File: src/rtl/core/cbt_pkg.sv
`timescale 1ns / 1ps
// Shared types and constants for the code breakpoint table.
// No dependencies; used by cbt_mem and code_breakpoint_table.
package cbt_pkg;

    localparam int DEFAULT_DEPTH = 16;
    localparam int ADDR_W        = 8;
    localparam int COUNT_OUT_W   = 5;

    typedef enum logic [1:0] {
        CMD_ADD    = 2'd0,
        CMD_DELETE = 2'd1,
        CMD_CLEAR  = 2'd2,
        CMD_CHECK  = 2'd3
    } cmd_t;

    localparam logic STATUS_DONE    = 1'b0;
    localparam logic STATUS_REFUSED = 1'b1;

endpackage

File: src/rtl/core/cbt_mem.sv
`timescale 1ns / 1ps
// Breakpoint address store: one write port, one read port with registered data.
// Depends on cbt_pkg for the address width.
module cbt_mem #(
    parameter int DEPTH = cbt_pkg::DEFAULT_DEPTH,
    parameter int IW    = (DEPTH > 1) ? $clog2(DEPTH) : 1
) (
    input  logic                      clk,
    input  logic                      we,
    input  logic [IW-1:0]             waddr,
    input  logic [cbt_pkg::ADDR_W-1:0] wdata,
    input  logic [IW-1:0]             raddr,
    output logic [cbt_pkg::ADDR_W-1:0] rdata
);

    logic [cbt_pkg::ADDR_W-1:0] mem [DEPTH];
    logic [cbt_pkg::ADDR_W-1:0] rdata_reg;

    always_ff @(posedge clk)
    begin
        if (we)
        begin
            mem[waddr] <= wdata;
        end
    end

    always_ff @(posedge clk)
    begin
        rdata_reg <= mem[raddr];
    end

    assign rdata = rdata_reg;

endmodule

File: src/rtl/core/code_breakpoint_table.sv
`timescale 1ns / 1ps
// Code breakpoint table: command sequencer with one shared compare/increment unit.
// Depends on cbt_pkg and cbt_mem.
//
// Usage: drive cmd and address with start high while busy is low; that edge
// accepts the transaction. Each transaction returns exactly one result, shown
// on status, hit, hit_address and entry_count for one cycle while done is high.
// The receiver cannot stall; results must be taken as they appear.
// Clear, and add/delete/check on an empty table, answer in the cycle
// after acceptance. Otherwise the table is scanned by one comparator fed from
// the single memory read port, each entry examined passing through ST_READ
// then ST_COMP, until a match or the last entry; done is then registered.
// Delete then moves each later entry down, through ST_SHIFT_RD and ST_SHIFT_WR.
// busy stays high throughout the scan and the shift, and a new transaction
// may be started in the cycle that done is shown.
// Reset empties the table (count to zero) and returns the sequencer to idle;
// stored addresses are left as they are and are never read before written.
module code_breakpoint_table #(
    parameter int TABLE_DEPTH = cbt_pkg::DEFAULT_DEPTH
) (
    input  logic                           clk,
    input  logic                           rst_n,
    input  logic                           start,
    output logic                           busy,
    input  logic [1:0]                     cmd,
    input  logic [cbt_pkg::ADDR_W-1:0]     address,
    output logic                           done,
    output logic                           status,
    output logic                           hit,
    output logic [cbt_pkg::ADDR_W-1:0]     hit_address,
    output logic [cbt_pkg::COUNT_OUT_W-1:0] entry_count
);

    localparam int IW = (TABLE_DEPTH > 1) ? $clog2(TABLE_DEPTH) : 1;
    localparam int CW = $clog2(TABLE_DEPTH + 1);

    typedef enum logic [2:0] {
        ST_IDLE,
        ST_READ,
        ST_COMP,
        ST_SHIFT_RD,
        ST_SHIFT_WR
    } state_t;

    state_t                              state_reg, state_next;
    cbt_pkg::cmd_t                       cmd_reg, cmd_next;
    logic [cbt_pkg::ADDR_W-1:0]          addr_reg, addr_next;
    logic [CW-1:0]                       idx_reg, idx_next;
    logic [CW-1:0]                       count_reg, count_next;
    logic                                done_reg, done_next;
    logic                                status_reg, status_next;
    logic                                hit_reg, hit_next;
    logic [cbt_pkg::ADDR_W-1:0]          hit_address_reg, hit_address_next;
    logic [cbt_pkg::COUNT_OUT_W-1:0]     entry_count_reg, entry_count_next;

    logic                                mem_we;
    logic [IW-1:0]                       mem_waddr;
    logic [cbt_pkg::ADDR_W-1:0]          mem_wdata;
    logic [IW-1:0]                       mem_raddr;
    logic [cbt_pkg::ADDR_W-1:0]          mem_rdata;

    cbt_pkg::cmd_t                       op;
    logic [cbt_pkg::ADDR_W-1:0]          key;
    logic [CW-1:0]                       idx_plus1;
    logic                                match;
    logic                                miss;
    logic                                found;
    logic                                fin;

    cbt_mem #(
        .DEPTH (TABLE_DEPTH),
        .IW    (IW)
    ) u_mem (
        .clk   (clk),
        .we    (mem_we),
        .waddr (mem_waddr),
        .wdata (mem_wdata),
        .raddr (mem_raddr),
        .rdata (mem_rdata)
    );

    // Shared unit: one address compare and one index increment
    assign idx_plus1 = idx_reg + CW'(1);
    assign match     = (mem_rdata == key);

    assign op  = (state_reg == ST_IDLE) ? cbt_pkg::cmd_t'(cmd) : cmd_reg;
    assign key = (state_reg == ST_IDLE) ? address : addr_reg;

    always_comb
    begin
        state_next       = state_reg;
        cmd_next         = cmd_reg;
        addr_next        = addr_reg;
        idx_next         = idx_reg;
        count_next       = count_reg;
        done_next        = 1'b0;
        status_next      = status_reg;
        hit_next         = hit_reg;
        hit_address_next = hit_address_reg;
        entry_count_next = entry_count_reg;
        mem_we           = 1'b0;
        mem_waddr        = count_reg[IW-1:0];
        mem_wdata        = key;
        mem_raddr        = idx_reg[IW-1:0];
        miss             = 1'b0;
        found            = 1'b0;
        fin              = 1'b0;

        case (state_reg)
            ST_IDLE:
            begin
                if (start)
                begin
                    cmd_next  = op;
                    addr_next = address;
                    idx_next  = '0;
                    if (op == cbt_pkg::CMD_CLEAR)
                    begin
                        count_next  = '0;
                        status_next = cbt_pkg::STATUS_DONE;
                        hit_next    = 1'b0;
                        fin         = 1'b1;
                    end
                    else if (count_reg == '0)
                    begin
                        miss = 1'b1;
                    end
                    else
                    begin
                        state_next = ST_READ;
                    end
                end
            end
            ST_READ:
            begin
                state_next = ST_COMP;
            end
            ST_COMP:
            begin
                if (match)
                begin
                    found = 1'b1;
                end
                else if (idx_plus1 == count_reg)
                begin
                    miss = 1'b1;
                end
                else
                begin
                    idx_next   = idx_plus1;
                    state_next = ST_READ;
                end
            end
            ST_SHIFT_RD:
            begin
                mem_raddr  = idx_plus1[IW-1:0];
                state_next = ST_SHIFT_WR;
            end
            ST_SHIFT_WR:
            begin
                // Move the later entry down one place
                mem_we    = 1'b1;
                mem_waddr = idx_reg[IW-1:0];
                mem_wdata = mem_rdata;
                idx_next  = idx_plus1;
                if ((idx_plus1 + CW'(1)) == count_reg)
                begin
                    count_next  = count_reg - CW'(1);
                    status_next = cbt_pkg::STATUS_DONE;
                    hit_next    = 1'b0;
                    fin         = 1'b1;
                end
                else
                begin
                    state_next = ST_SHIFT_RD;
                end
            end
            default:
            begin
                state_next = ST_IDLE;
            end
        endcase

        if (miss)
        begin
            hit_next = 1'b0;
            fin      = 1'b1;
            case (op)
                cbt_pkg::CMD_ADD:
                begin
                    if (count_reg >= CW'(TABLE_DEPTH))
                    begin
                        status_next = cbt_pkg::STATUS_REFUSED;
                    end
                    else
                    begin
                        mem_we      = 1'b1;
                        mem_waddr   = count_reg[IW-1:0];
                        mem_wdata   = key;
                        count_next  = count_reg + CW'(1);
                        status_next = cbt_pkg::STATUS_DONE;
                    end
                end
                cbt_pkg::CMD_DELETE:
                begin
                    status_next = cbt_pkg::STATUS_REFUSED;
                end
                default:
                begin
                    status_next = cbt_pkg::STATUS_DONE;
                end
            endcase
        end

        if (found)
        begin
            hit_next = 1'b0;
            case (op)
                cbt_pkg::CMD_ADD:
                begin
                    status_next = cbt_pkg::STATUS_REFUSED;
                    fin         = 1'b1;
                end
                cbt_pkg::CMD_DELETE:
                begin
                    if (idx_plus1 == count_reg)
                    begin
                        count_next  = count_reg - CW'(1);
                        status_next = cbt_pkg::STATUS_DONE;
                        fin         = 1'b1;
                    end
                    else
                    begin
                        state_next = ST_SHIFT_RD;
                    end
                end
                default:
                begin
                    status_next = cbt_pkg::STATUS_DONE;
                    hit_next    = 1'b1;
                    fin         = 1'b1;
                end
            endcase
        end

        if (fin)
        begin
            done_next        = 1'b1;
            state_next       = ST_IDLE;
            hit_address_next = hit_next ? mem_rdata : '0;
            entry_count_next = cbt_pkg::COUNT_OUT_W'(count_next);
        end
    end

    always_ff @(posedge clk or negedge rst_n)
    begin
        if (!rst_n)
        begin
            state_reg       <= ST_IDLE;
            cmd_reg         <= cbt_pkg::CMD_ADD;
            addr_reg        <= '0;
            idx_reg         <= '0;
            count_reg       <= '0;
            done_reg        <= 1'b0;
            status_reg      <= cbt_pkg::STATUS_DONE;
            hit_reg         <= 1'b0;
            hit_address_reg <= '0;
            entry_count_reg <= '0;
        end
        else
        begin
            state_reg       <= state_next;
            cmd_reg         <= cmd_next;
            addr_reg        <= addr_next;
            idx_reg         <= idx_next;
            count_reg       <= count_next;
            done_reg        <= done_next;
            status_reg      <= status_next;
            hit_reg         <= hit_next;
            hit_address_reg <= hit_address_next;
            entry_count_reg <= entry_count_next;
        end
    end

    assign busy        = (state_reg != ST_IDLE);
    assign done        = done_reg;
    assign status      = status_reg;
    assign hit         = hit_reg;
    assign hit_address = hit_address_reg;
    assign entry_count = entry_count_reg;

`ifndef SYNTHESIS
    a_count_bound: assert property (@(posedge clk) disable iff (!rst_n)
        count_reg <= CW'(TABLE_DEPTH))
        else $error("entry count beyond table depth");

    a_done_idle: assert property (@(posedge clk) disable iff (!rst_n)
        done_reg |-> (state_reg == ST_IDLE))
        else $error("result strobed while sequencer busy");

    a_accept_progress: assert property (@(posedge clk) disable iff (!rst_n)
        (start && !busy) |=> (busy || done))
        else $error("accepted transaction neither scanned nor answered");

    a_hit_status: assert property (@(posedge clk) disable iff (!rst_n)
        (done_reg && hit_reg) |-> (status_reg == cbt_pkg::STATUS_DONE))
        else $error("hit reported with refused status");

    a_miss_zero_addr: assert property (@(posedge clk) disable iff (!rst_n)
        (done_reg && !hit_reg) |-> (hit_address_reg == '0))
        else $error("hit address not zero without a hit");
`endif

endmodule

File: config.mk
export PLATFORM = sky130hd
export DESIGN_NAME = code_breakpoint_table
export DESIGN_NICKNAME = d
export VERILOG_FILES = /design/src/rtl/core/cbt_pkg.sv /design/src/rtl/core/cbt_mem.sv /design/src/rtl/core/code_breakpoint_table.sv
export SDC_FILE = /design/constraint.sdc
export NUM_CORES = 1
export LEC_CHECK = 0
export BUFFER_PORTS_ARGS = -buffer_cell sky130_fd_sc_hd__buf_2
export CAP_MARGIN = 5
export CORE_MARGIN = 1
export CORE_UTILIZATION = 50
export CTS_CLUSTER_DIAMETER = 50
export DETAILED_ROUTE_END_ITERATION = 10
export HOLD_SLACK_MARGIN = 0.03
export PLACE_DENSITY = 0.74
export RECOVER_POWER = 50
export SYNTH_ARGS = -nofsm -noshare
export SYNTH_HDL_FRONTEND = slang
export SYNTH_SLANG_ARGS = --single-unit
File: constraint.sdc
create_clock -name clk -period 6.6 [get_ports clk]
set_input_delay 0.33 -clock clk [delete_from_list [all_inputs] [get_ports clk]]
set_output_delay 0.33 -clock clk [all_outputs]
set_load 0.01 [all_outputs]
* Yosys cells after proc, flatten, opt, wreduce, memory -nomap -nowiden
Memories as Yosys holds them, arrays and structs flattened. A register that Yosys moved wholly into a read port is not among the register bits. Index checks and enable logic that the tools add are counted.
Cells by class: muxes and demuxes 77, order comparisons 1, equal/unequal tests 12, add/sub/neg operators 4, reductions and logical operators 8
Operators with widths (number):
- $mux 5 | 12
- $mux 8 | 6
- $mux 1 | 34
- $mux 3 | 10
- $mux 4 | 5
- $add 5x1->5 const B | 3
- $pmux 3 s5 | 1
- $pmux 5 s3 | 1
- $pmux 1 s2 | 6
- $eq 5x5->1 | 2
- $pmux 5 s2 | 1
- $eq 8x8->1 | 1
- $eq 3x2->1 const B | 2
- $ne 2x2->1 const B | 3
- $reduce_bool 3->1 | 2
- $ge 5x5->1 const B | 1
- $logic_not 5->1 | 1
- $sub 5x1->5 const B | 1
- $reduce_and 4->1 | 1
- $eq 3x1->1 const B | 1
- $eq 3x3->1 const B | 1
- $logic_not 3->1 | 1
- $eq 2x1->1 const B | 1
- $eq 2x2->1 const B | 1
- 4 further kinds | 4
Word-level totals: flip-flop bits (word level) 39, input port bits 13, memory bits (writable) 128, word-level logic and storage cells 113, memories 1
Memories:
- u_mem.mem | depth 16, bits a word 8, read ports 1, clocked after Yosys merged registers in 1, write ports 1, RTL line cbt_mem.sv:16 | logic [cbt_pkg::ADDR_W-1:0] mem [DEPTH];

* Depth between registers and ports, before layout
depth after elaboration 12, mapped depth 13

* Hierarchy
A second synthesis with hierarchy kept.
Unflattened totals: cells, all modules 517, area, all modules 7840.0 um^2
Modules (own cells, without submodules):
- cbt_mem | instances 1, area each 5147.4 um^2, sequential area each 4003.8 um^2, cells an instance 229
- code_breakpoint_table | instances 1, area each 2692.6 um^2, sequential area each 975.9 um^2, cells an instance 288

* Least setup slack after synthesis
Ideal clock, no wire load.
path kind reg-to-reg, start point register idx_reg[0], end point memory u_mem.mem[14][0] (netlist name) (enable), data required time 6.230 ns, data arrival time 3.088 ns, path slack 3.141 ns, stages on the path, launching flop included 12, period minus slack after synthesis 3.459 ns, setup time 0.370 ns, cell sequence dfrtp_1 > clkbuf_1 > inv_1 > ha_1 > xor2_1 > nand3_1 > or3_1 > a2111oi_4 > nor2_2 > nor3_1 > a31oi_1 > nor2_1
Between the ends: word-level cells in the longest chain between the ends 8
RTL lines:
- start: declaration | RTL line code_breakpoint_table.sv:48 | logic [CW-1:0] idx_reg, idx_next;
- start signal: assignment | RTL line code_breakpoint_table.sv:275 | idx_reg <= idx_next;
- $add 5x1->5 | RTL line code_breakpoint_table.sv:83 | assign idx_plus1 = idx_reg + CW'(1);
- $eq 5x5->1 | RTL line code_breakpoint_table.sv:144 | else if (idx_plus1 == count_reg)
- $mux 1 | RTL line code_breakpoint_table.sv:144
- $mux 1 | RTL line code_breakpoint_table.sv:140 | if (match)
- $pmux 1 s2 | RTL line code_breakpoint_table.sv:109 | case (state_reg)
- $mux 1 | RTL line code_breakpoint_table.sv:184 | if (miss)
- $mux 1 | RTL line cbt_mem.sv:21 | if (we)
- $mux 1 (not written as such) | RTL line cbt_mem.sv:23 | mem[waddr] <= wdata;
- end: declaration | RTL line cbt_mem.sv:16
Parallel ways exist; a longest one is shown, timed or not.

* Final worst setup path
start point register state_reg[0], end point register entry_count_reg (netlist bit entry_count[1])
Between the ends: word-level cells in the longest chain between the ends 12
RTL lines:
- start: declaration | RTL line code_breakpoint_table.sv:45 | state_t state_reg, state_next;
- start signal: assignment | RTL line code_breakpoint_table.sv:272 | state_reg <= state_next;
- $logic_not 3->1 | RTL line code_breakpoint_table.sv:86, code_breakpoint_table.sv:87, code_breakpoint_table.sv:109
- $mux 2 | RTL line code_breakpoint_table.sv:86 | assign op = (state_reg == ST_IDLE) ? cbt_pkg::cmd_t'(cmd) : cmd_reg;
- $eq 2x2->1 | RTL line code_breakpoint_table.sv:117 | if (op == cbt_pkg::CMD_CLEAR)
- $mux 5 | RTL line code_breakpoint_table.sv:117
- $mux 5 | RTL line code_breakpoint_table.sv:112 | if (start)
- $pmux 5 s2 | RTL line code_breakpoint_table.sv:109
- $mux 5 | RTL line code_breakpoint_table.sv:191 | if (count_reg >= CW'(TABLE_DEPTH))
- $mux 5 | RTL line code_breakpoint_table.sv:188 | case (op)
- $mux 5 | RTL line code_breakpoint_table.sv:184
- $mux 5 | RTL line code_breakpoint_table.sv:226 | if (idx_plus1 == count_reg)
- $mux 5 | RTL line code_breakpoint_table.sv:218 | case (op)
- $mux 5 | RTL line code_breakpoint_table.sv:215 | if (found)
- end signal: assignment | RTL line code_breakpoint_table.sv:281 | entry_count_reg <= entry_count_next;
- end: declaration | RTL line code_breakpoint_table.sv:54 | logic [cbt_pkg::COUNT_OUT_W-1:0] entry_count_reg, entry_count_next;
Parallel ways exist; a longest one is shown, timed or not. A chain may end at the register's enable or synchronous reset.

==> flow_metrics.tcl <==
set metrics [dict create \
    outcome "complete, but fails checks" \
    violations "capacitance limit, slew limit" \
    synth_area_leader_cell "edfxtp_1" \
    finalMaxSlewViolations 54 \
    ff2ff_setup_slack_ps 1790 \
    ctsResizeCount 0 \
    die_x_microns 127 \
    finalSetupViolCount 0 \
    clkPwrFrac_pct 27.9 \
    synthArstFlopShare_pct 22.3 \
    drv_cap 2 \
    num_vias 4775 \
    crit_required_ps 6930 \
    htree_levels 4 \
    peakVddDrop_mv 0.213 \
    ctsHoldBuffers 0 \
    synth_area_sq_um 7810 \
    dpl_cell_area_sq_um 8160 \
    dieArea_sq_um 16100 \
    clk_pin_slew_ps 80 \
    reg2reg_from "state_reg[0]" \
    seq_area_frac_synth_pct 63.8 \
    routed_wl_mm 17.5 \
    synth_most_common_cell "edfxtp_1" \
    rr_worst_depth 10 \
    critPathKind "flip-flop to flip-flop" \
    ys_ff_latch 175 \
    max_slew.worst_pin.slew_ps 2190 \
    initial_core_util_pct 51.4 \
    die_h_microns 127 \
    max_slew_margin_pct -46.3 \
    io_buffers 29 \
    final_design_area_no_fill_sq_um 8730 \
    largest_register_ffs 128 \
    p_sw_share_pct 35.9 \
    arrival_ps 5130 \
    period_needed_ps 4810 \
    period_share_pct 72.8 \
    reg2reg_to "entry_count[1]" \
    postCtsSetupBuffers 0 \
    area_growth_syn_to_layout_pct 11.8 \
    leakagePower_uw 0.00315 \
    io_pins 30 \
    ys_top_cells_by_area "edfxtp_1 (49%), dfrtp_1 (13%), mux4_2 (12%)" \
    crit_fanout 13 \
    cts_root_buffer "clkbuf_16" \
    gr-total-overflow 0 \
    top_register "u_mem.mem" \
    synth_common_cells "edfxtp_1 (128), nand2_1 (50), mux4_2 (40), nor2_1 (40), dfrtp_1 (39)" \
    numClockSinks 175 \
    core_region_area_sq_um 15200 \
    endpoint_kind "flip-flop" \
    place_congestion 0.885 \
    antenna_left 0 \
    avgRoutedWirePerCell_microns 22.8 \
    num_rows 45 \
    grt_max_degree 40 \
    hpwl_mm 11.4 \
    utilization_pct 57.4 \
    grt_pass1_vias 4704 \
    cp-endpoint "entry_count[1]" \
    yosys_warnings 0 \
    layout-drive-gt1-share_pct 18.0 \
    fmax_ghz 0.208 \
    numCtsBuffers 17 \
    switching_power_uw 1370 \
    synthCells 529 \
    hold_violations 0 \
    startpoint "state_reg[0]" \
    viasPerCell 6.23 \
    nFillCells 1150 \
    diodes 0 \
    p_per_area_nw_per_um2 437 \
    syn_nets 546 \
    pre_cts_slack_ps 2520 \
    critical_path.startpoint_type "flip-flop" \
    fin_tns_setup_ps 0 \
    cts_tree "done" \
    drc 0 \
    synth.distinct_cells 68 \
    yosysTopAreaCellShare_pct 49.2 \
    drtIter0Drc 429 \
    clkLatencyLatePin_ps 440 \
    sequentialPowerShare_pct 41.0 \
    drtPass1Iterations 5 \
    fin_skew_ps 9.35 \
    rsz0062_at_grt "no" \
    p_comb_share_pct 31.1 \
    grt_use_total_pct 23.2 \
    hold_class "primary input to flip-flop" \
    synth_ff_type "edfxtp_1" \
    clock_path_buffers 2 \
    p_int_uw 2440 \
    syn-mean-instance-area_sq_um 14.8 \
    synth_edf_count 128 \
    nNetsFinal 582 \
    grt_pass1_wl_mm 27.2 \
    antenna_found_initial 0 \
    setup_ws_ps 1790 \
]
per-stage QoR:
stage | cells | total power, uW | hold WS (ps)
2_1_floorplan | 529 | 2410 | 34.4
3_3_place_gp | 732 | 2750 | 463
3_5_place_dp | 732 | 2790 | 467
4_1_cts | 764 | 3850 | 43.3
5_1_grt | 766 | 3980 | 117
6_report | 766 | 3810 | 96.5
placed cells by master (no fill, tap or decap), types with 8 or more instances in the layout:
master	Yosys	layout
dfrtp_1	39	39
inv_1	15	15
mux2i_1	11	12
o22ai_1	8	8
xor2_1	9	9
nor2_1	40	40
xnor2_1	10	9
nand2b_1	8	8
edfxtp_1	128	128
clkbuf_1	12	25
clkbuf_16	0	17
nand2_1	50	50
a21oi_1	15	15
a22o_1	10	10
o21ai_0	18	18
dfxtp_1	8	8
mux4_2	40	40
buf_2	5	11
nor3_1	9	10
routing by layer:
metal	track usage [%]	vias up	share of wire, %
met1	31.6	2438	43
met2	36.1	204	48
met4	9.24	0	2.2
met5	0	-	0
met3	5.65	26	6.3
li1	-	2107	-
kinds of logic (layout without fill, tap and decap cells):
logic type | count (synthesis) | count (layout) | share of synthesized area, %
mux | 55 | 55 | 13.7
flops | 175 | 175 | 63.8
fa+ha+maj | 4 | 4 | 0.641
buf+inv | 40 | 89 | 2.23
xor+xnor | 20 | 20 | 2.42
compound gates | 89 | 89 | 8.01
simple gates | 146 | 146 | 9.25
area by class of cell:
type / instances / area, sq um / share of cell area, %
flip-flops and latches: 175 / 4980 / 57.0
multi-input cells: 314 / 2640 / 30.3
clock buffers: 17 / 425 / 4.87
well taps: 188 / 235 / 2.69
clock inverters: 15 / 208 / 2.38
repair buffers: 39 / 171 / 1.96
inverters: 18 / 70.1 / 0.803
worst min path at each step:
stage	cells after the start	from	to	slack, ps
floorplan	0	rst_n	addr_reg[0]	30
global placement	2	addr_reg[2]	addr_reg[2]	460
detailed placement	2	addr_reg[2]	addr_reg[2]	470
CTS	1	rst_n	idx_reg[0]	40
global route	3	address[3]	addr_reg[3]	120
finish	3	address[2]	addr_reg[2]	100
worst max-delay path, cell delays in order, from the launching register on:
cell and delay, ps:
dfrtp_1 460, nor3_1 1240, inv_4 230, mux2i_1 340
xor2_1 100, o211a_1 210, nand2_2 200, o21ai_1 120
a21oi_1 870, clkinv_1 530, mux2_2 390
power by group through the flow:
stage | Combinational (uW) | Sequential, uW | Clock [uW]
4_1_cts | 1210 | 1560 | 1070
3_5_place_dp | 1200 | 1580 | 0
5_1_grt | 1290 | 1580 | 1110
3_3_place_gp | 1170 | 1580 | 0
2_1_floorplan | 871 | 1540 | 0
6_report | 1190 | 1560 | 1060
Note: power is estimated with default switching activity, not from simulation.
